## config.mk

```make
export PLATFORM = sky130hd
export DESIGN_NAME = ttbl_ctrl
export DESIGN_NICKNAME = d
export VERILOG_FILES = /design/src/ttbl_pkg.sv /design/src/ttbl_ctrl.sv
export SDC_FILE = /design/constraint.sdc
export NUM_CORES = 1
export LEC_CHECK = 0
export BUFFER_PORTS_ARGS = -buffer_cell sky130_fd_sc_hd__buf_2
export CORE_UTILIZATION = 47
export DETAILED_ROUTE_END_ITERATION = 7
export PLACE_DENSITY = 0.74
export SLEW_MARGIN = 20
export SYNTH_ARGS = -nofsm -noshare
export SYNTH_HDL_FRONTEND = slang
export SYNTH_SLANG_ARGS = --single-unit
```

## constraint.sdc

```tcl
create_clock -name clock -period 2 [get_ports clock]
set_input_delay 0.2 -clock clock [delete_from_list [all_inputs] [get_ports clock]]
set_output_delay 0.2 -clock clock [all_outputs]
set_load 0.05 [all_outputs]
```

## src/ttbl_pkg.sv

```systemverilog
// ----------------------------------------------------------------------------
// ttbl_pkg
// Types, codes and fixed widths shared by the bilinear timing-table lookup.
// ----------------------------------------------------------------------------
package ttbl_pkg;

   localparam int VAL_W  = 24;  // table words and lookup operands
   localparam int DIF_W  = 25;  // signed difference of two 24-bit words
   localparam int MUL_W  = 26;  // shared multiplier operand
   localparam int PROD_W = 52;  // shared multiplier product
   localparam int X_W    = 50;  // one-axis partial sum
   localparam int NUM_W  = 76;  // full numerator
   localparam int DEN_W  = 48;  // denominator magnitude
   localparam int CNT_W  = 7;   // sequencer step counter
   localparam int OP_W   = 4;

   localparam logic [CNT_W-1:0] FETCH_LAST = 7'd8;
   localparam logic [CNT_W-1:0] MUL_LAST   = 7'd9;
   localparam logic [CNT_W-1:0] DIV_LAST   = 7'(NUM_W - 1);

   localparam logic [OP_W-1:0] OP_IDLE     = 4'd0;
   localparam logic [OP_W-1:0] OP_LOAD     = 4'd1;
   localparam logic [OP_W-1:0] OP_SRCH_RD  = 4'd2;
   localparam logic [OP_W-1:0] OP_SRCH_CMP = 4'd3;
   localparam logic [OP_W-1:0] OP_FETCH    = 4'd4;
   localparam logic [OP_W-1:0] OP_MUL      = 4'd5;
   localparam logic [OP_W-1:0] OP_PREP     = 4'd6;
   localparam logic [OP_W-1:0] OP_DIV      = 4'd7;
   localparam logic [OP_W-1:0] OP_ROUND    = 4'd8;
   localparam logic [OP_W-1:0] OP_FINISH   = 4'd9;

   localparam logic [1:0] SEL_DELAY = 2'd0;
   localparam logic [1:0] SEL_SLEW  = 2'd1;
   localparam logic [1:0] SEL_SAXIS = 2'd2;
   localparam logic [1:0] SEL_LAXIS = 2'd3;

   localparam logic [1:0] ST_OK   = 2'd0;
   localparam logic [1:0] ST_SAT  = 2'd1;
   localparam logic [1:0] ST_ZERO = 2'd2;

   typedef struct packed {
      logic             mode;
      logic [1:0]       table_sel;
      logic [2:0]       row;
      logic [2:0]       col;
      logic [VAL_W-1:0] write_value;
      logic [VAL_W-1:0] input_slew;
      logic [VAL_W-1:0] load_cap;
      logic             want_delay;
   } req_type;

   typedef struct packed {
      logic signed [31:0] result;
      logic [1:0]         status;
   } rsp_type;

   typedef struct packed {
      logic [OP_W-1:0]  op;
      logic             axis;   // 0 slew axis, 1 load axis
      logic [CNT_W-1:0] step;
   } cmd_type;

   typedef struct packed {
      logic is_write;
      logic zero_span;
   } stat_type;

endpackage

```

## src/ttbl_ctrl.sv

```systemverilog
// ----------------------------------------------------------------------------
// ttbl_ctrl
// Sequencer: axis search, operand fetch, multiply, divide, round, result.
// ----------------------------------------------------------------------------
module ttbl_ctrl #(
   parameter int TABLE_DIM = 7
) (
   input  logic                                  clock,
   input  logic                                  reset,
   input  logic                                  req_valid,
   output logic                                  req_ready,
   output logic                                  rsp_valid,
   input  logic                                  rsp_ready,
   input  logic [$clog2(TABLE_DIM+1)-1:0]        n_slew,
   input  logic [$clog2(TABLE_DIM+1)-1:0]        n_load,
   input  ttbl_pkg::stat_type                    stat,
   output ttbl_pkg::cmd_type                     cmd
);
   import ttbl_pkg::*;

   localparam logic [3:0] S_IDLE     = 4'd0;
   localparam logic [3:0] S_BRANCH   = 4'd1;
   localparam logic [3:0] S_SRCH_RD  = 4'd2;
   localparam logic [3:0] S_SRCH_CMP = 4'd3;
   localparam logic [3:0] S_FETCH    = 4'd4;
   localparam logic [3:0] S_CHECK    = 4'd5;
   localparam logic [3:0] S_MUL      = 4'd6;
   localparam logic [3:0] S_PREP     = 4'd7;
   localparam logic [3:0] S_DIV      = 4'd8;
   localparam logic [3:0] S_ROUND    = 4'd9;
   localparam logic [3:0] S_OUT      = 4'd10;

   logic [3:0]       state_ff, state_in;
   logic [CNT_W-1:0] cnt_ff, cnt_in;
   logic             axis_ff, axis_in;
   logic             rsp_valid_ff, rsp_valid_in;
   logic [CNT_W-1:0] last_pt;

   assign last_pt = axis_ff ? CNT_W'(n_load) - 1'b1 : CNT_W'(n_slew) - 1'b1;

   always_comb begin
      state_in     = state_ff;
      cnt_in       = cnt_ff;
      axis_in      = axis_ff;
      rsp_valid_in = rsp_valid_ff & ~rsp_ready;
      cmd.op       = OP_IDLE;
      cmd.axis     = axis_ff;
      cmd.step     = cnt_ff;
      case (state_ff)
         S_IDLE: begin
            if (req_valid) begin
               cmd.op   = OP_LOAD;
               state_in = S_BRANCH;
            end
         end
         S_BRANCH: begin
            cnt_in  = '0;
            axis_in = 1'b0;
            state_in = stat.is_write ? S_OUT : S_SRCH_RD;
         end
         S_SRCH_RD: begin
            cmd.op   = OP_SRCH_RD;
            state_in = S_SRCH_CMP;
         end
         S_SRCH_CMP: begin
            cmd.op = OP_SRCH_CMP;
            if (cnt_ff == last_pt) begin
               cnt_in = '0;
               if (axis_ff) begin
                  state_in = S_FETCH;
               end else begin
                  axis_in  = 1'b1;
                  state_in = S_SRCH_RD;
               end
            end else begin
               cnt_in   = cnt_ff + 1'b1;
               state_in = S_SRCH_RD;
            end
         end
         S_FETCH: begin
            cmd.op = OP_FETCH;
            cnt_in = cnt_ff + 1'b1;
            if (cnt_ff == FETCH_LAST) begin
               cnt_in   = '0;
               state_in = S_CHECK;
            end
         end
         S_CHECK: begin
            state_in = stat.zero_span ? S_OUT : S_MUL;
         end
         S_MUL: begin
            cmd.op = OP_MUL;
            cnt_in = cnt_ff + 1'b1;
            if (cnt_ff == MUL_LAST) begin
               cnt_in   = '0;
               state_in = S_PREP;
            end
         end
         S_PREP: begin
            cmd.op   = OP_PREP;
            state_in = S_DIV;
         end
         S_DIV: begin
            cmd.op = OP_DIV;
            cnt_in = cnt_ff + 1'b1;
            if (cnt_ff == DIV_LAST) begin
               cnt_in   = '0;
               state_in = S_ROUND;
            end
         end
         S_ROUND: begin
            cmd.op   = OP_ROUND;
            state_in = S_OUT;
         end
         S_OUT: begin
            // hold until the output register is free
            if (!rsp_valid_ff || rsp_ready) begin
               cmd.op       = OP_FINISH;
               rsp_valid_in = 1'b1;
               state_in     = S_IDLE;
            end
         end
         default: begin
            state_in = S_IDLE;
         end
      endcase
   end

   always_ff @(posedge clock) begin
      if (reset) begin
         state_ff     <= S_IDLE;
         cnt_ff       <= '0;
         axis_ff      <= 1'b0;
         rsp_valid_ff <= 1'b0;
      end else begin
         state_ff     <= state_in;
         cnt_ff       <= cnt_in;
         axis_ff      <= axis_in;
         rsp_valid_ff <= rsp_valid_in;
      end
   end

   assign req_ready = (state_ff == S_IDLE);
   assign rsp_valid = rsp_valid_ff;
endmodule

```

==> out/results.txt <==
Die H - 49.4 um
main combinational cell family by area after synthesis - simple AND/OR/NAND/NOR gates
Worst Skew - 0.00187 ns
final cell count without fillers - 213
die area - 2440 um2
setup TNS - -1.09 ns
ratio of cells with drive above 1 in the final layout - 50.5%
Comb power frac - 56.9%
WL/cell - 16.8 um
initial drt markers - 101
synth warn - 0
maximum vdd drop - 0.637 mV
fin area - 1660 um2
Crit path top cell by count - a211oi_4
unrepaired setup endpoints after global routing - true
Synth cell types - 49
pin count of the biggest net entering global routing - 13
count leader, synth - nor2_1
syn_nets - 152
top achievable clock speed - 454 MHz
hpwl dp - 2.35 mm
total track usage - 29.5%
RePlAce Congestion - 0.894
Post-synth top flop - dfxtp_1
NetSw - 0.000490 W
max-slew violations - 0
Final min period - 2.20 ns
CP Max Fanout - 3
ranking of synthesized cells by area - dfxtp_1 (25%), nor2_1 (5.7%), ha_1 (4.7%)
clock tree buffer depth - 2
io pins - 26
clock tree root driver cell - clkbuf_4
Via density - 6.03
failing checks - setup timing
storage element area - 280 um2
number of port buffers - 25
Placed Cells - 205
share of synthesized registers carrying an async set or reset - 0%
ant diodes - 0
clock slew at reported path FFs - 0.09 ns
antenna violations before repair - 0
Yosys top cell by area - dfxtp_1
DP Area - 1500 um2
H-tree levels - 1
Final Cycle Share - 110%
required time worst endpoint - 2.18 ns
Worst Setup Slack, final - -0.202 ns
Chip Width - 49.4 um
Worst Hold Depth - 2
top cells by count, synth - nor2_1 (16), dfxtp_1 (13), a21oi_1 (9), inv_1 (8)
vias in the first global route - 1216
Reg power frac - 26.6%
Final nets - 203
Worst-Skew Late Latency - 0.28 ns
TritonRoute pass-1 iters - 4
dpl ws - -0.114 ns
final setup vio count - 8
# rows - 16
CTS tree - yes
register area share after synthesis - 24.6%
Adder-Cell Fraction of Synth Area - 4.73%
R2R depth - 6
number of CTS-inserted buffers - 3
simple-gate share of the synthesized area - 29.2%
crit-path cells - or4_4 -> or3_4 -> a211oi_4 -> a211oi_4 -> a21o_1 -> a22o_1
Final Hold Viols - 0
Worst Setup Path Type - flip-flop to flip-flop
Synth Area in XOR/XNOR - 4.14%
Mean Syn Cell Area - 7.77 um2
max-cap viol count - 0
Via Count - 1284
drt total wl - 3.58 mm
total leakage power - 0.672 nW
Routed Antenna Nets - 0
GRT Residual Overflow - 0
Synth Area in Compound Gates - 27.1%
Crit-path slowest cell - or4_4
#FFs+latches synth - 13
Cell Area, Synth - 1060 um2
Worst Setup End Kind - flip-flop
Gate Count Post-Synth - 136
clock network fraction of total power - 16.5%
core area - 2040 um2
CTS sink count - 13
DRC - 0
crit start category - flip-flop
internal power - 0.000599 W
top cell type's share of synthesized area - 24.6%
outcome - finished, violations left
Relative slew margins - 67.8%
Area Overhead vs Synth - 57.4%
final core utilization - 81.5%
sw frac - 45.0%
Worst path max stage delay - 0.53 ns
area of the multi-input gates - 926 um2
Starting Density - 51.8%
hold crit path type - primary input to flip-flop
post-synthesis mux area share - 2.84%
PwrDens - 654 nW/um2
Worst Path Arrival - 2.38 ns
Worst-Margin Slew - 0.478 ns
EDFF count, synth - 0
first-pass GRT wire length - 5.51 mm
fillers - 141
## power by group through the flow
stage / clock network (W) / registers (W) / logic [W]
after global placement: 0 / 0.000294 / 0.000545
after floorplan: 0 / 0.000312 / 0.000373
final: 0.000179 / 0.000290 / 0.000620
after detailed placement: 0 / 0.000296 / 0.000555
after global routing: 0.000188 / 0.000292 / 0.000661
after CTS: 0.000174 / 0.000290 / 0.000589
## final cells by class
cell class | instances | share of cell area [%]
tap | 27 | 2.03
multi-input combinational | 107 | 55.6
sequential | 13 | 16.8
timing repair buffer | 54 | 22.1
inverter | 8 | 1.80
clock buffer | 4 | 1.58
## per-stage QoR
stage	hold WS, ns	total power [W]
after floorplan	0.507	0.000685
after global placement	0.491	0.000839
after detailed placement	0.494	0.000851
after CTS	0.252	0.00105
after global routing	0.261	0.00114
final	0.254	0.00109
## worst paths after layout
kind         startpoint           to  slack [ns]
max           cnt_ff[3]    cnt_ff[4]       -0.20
min               reset  state_ff[3]        0.25
max reg2reg   cnt_ff[3]    cnt_ff[4]       -0.20
min reg2reg   cnt_ff[5]    cnt_ff[5]        0.51
## kinds of logic (layout without fill, tap and decap cells)
family,count (synthesis),after routing
fa+ha+maj,4,4
mux,3,3
simple gates,55,55
buf+inv,17,66
xor+xnor,5,5
flops,13,13
compound gates,39,40
## registers in the layout, indices dropped and copies added, names as in the netlist
| register | cells |
|---|---|
| cnt_ff | 7 |
| axis_ff | 1 |
| state_ff | 4 |
| rsp_valid | 1 |
## critical path, delay by kind of cell, from the launching register on
kind               cells  cell delay (ns)
DFF                    1             0.35
and+or+nand+nor        2             0.90
AOI/OAI and AO/OA      4             0.85
## routing by layer
metal	part of all wire [%]	vias up	global-route usage [%]
li1	-	598	-
met1	40	599	35.5
met2	49	77	50.9
met3	9.1	10	8.10
met4	1.9	0	8.57
met5	0	-	0
## placed cells by master, fill, tap and decap left out, types with 2 or more instances in the layout
cell	netlist	layout
buf_12	0	2
xnor2_1	4	2
xnor2_2	0	2
inv_1	8	8
nor2_1	16	16
buf_2	2	25
dfxtp_1	13	5
ha_1	4	3
a311oi_4	0	2
o21ai_0	5	2
a21oi_2	0	2
a31oi_1	5	5
dfxtp_4	0	4
o211ai_1	2	2
a211oi_4	1	2
a21oi_1	9	7
o21ai_1	2	5
nor4b_4	0	2
nand3_1	3	3
clkbuf_4	0	3
nor4_2	1	2
nor2b_1	3	2
nand2_1	5	5
nor4b_2	1	2
nand2b_1	6	6
dfxtp_2	0	4
buf_4	1	27
mux2i_4	0	2
nor3_1	6	6
## repair_timing
item	CTS	global route
resized for setup	8	7
hold buffers	0	0
setup endpoints to repair	6	12
gates cloned	1	0
pin swaps	6	2
setup buffers	3	0
Note: power is estimated with default switching activity, not from simulation.
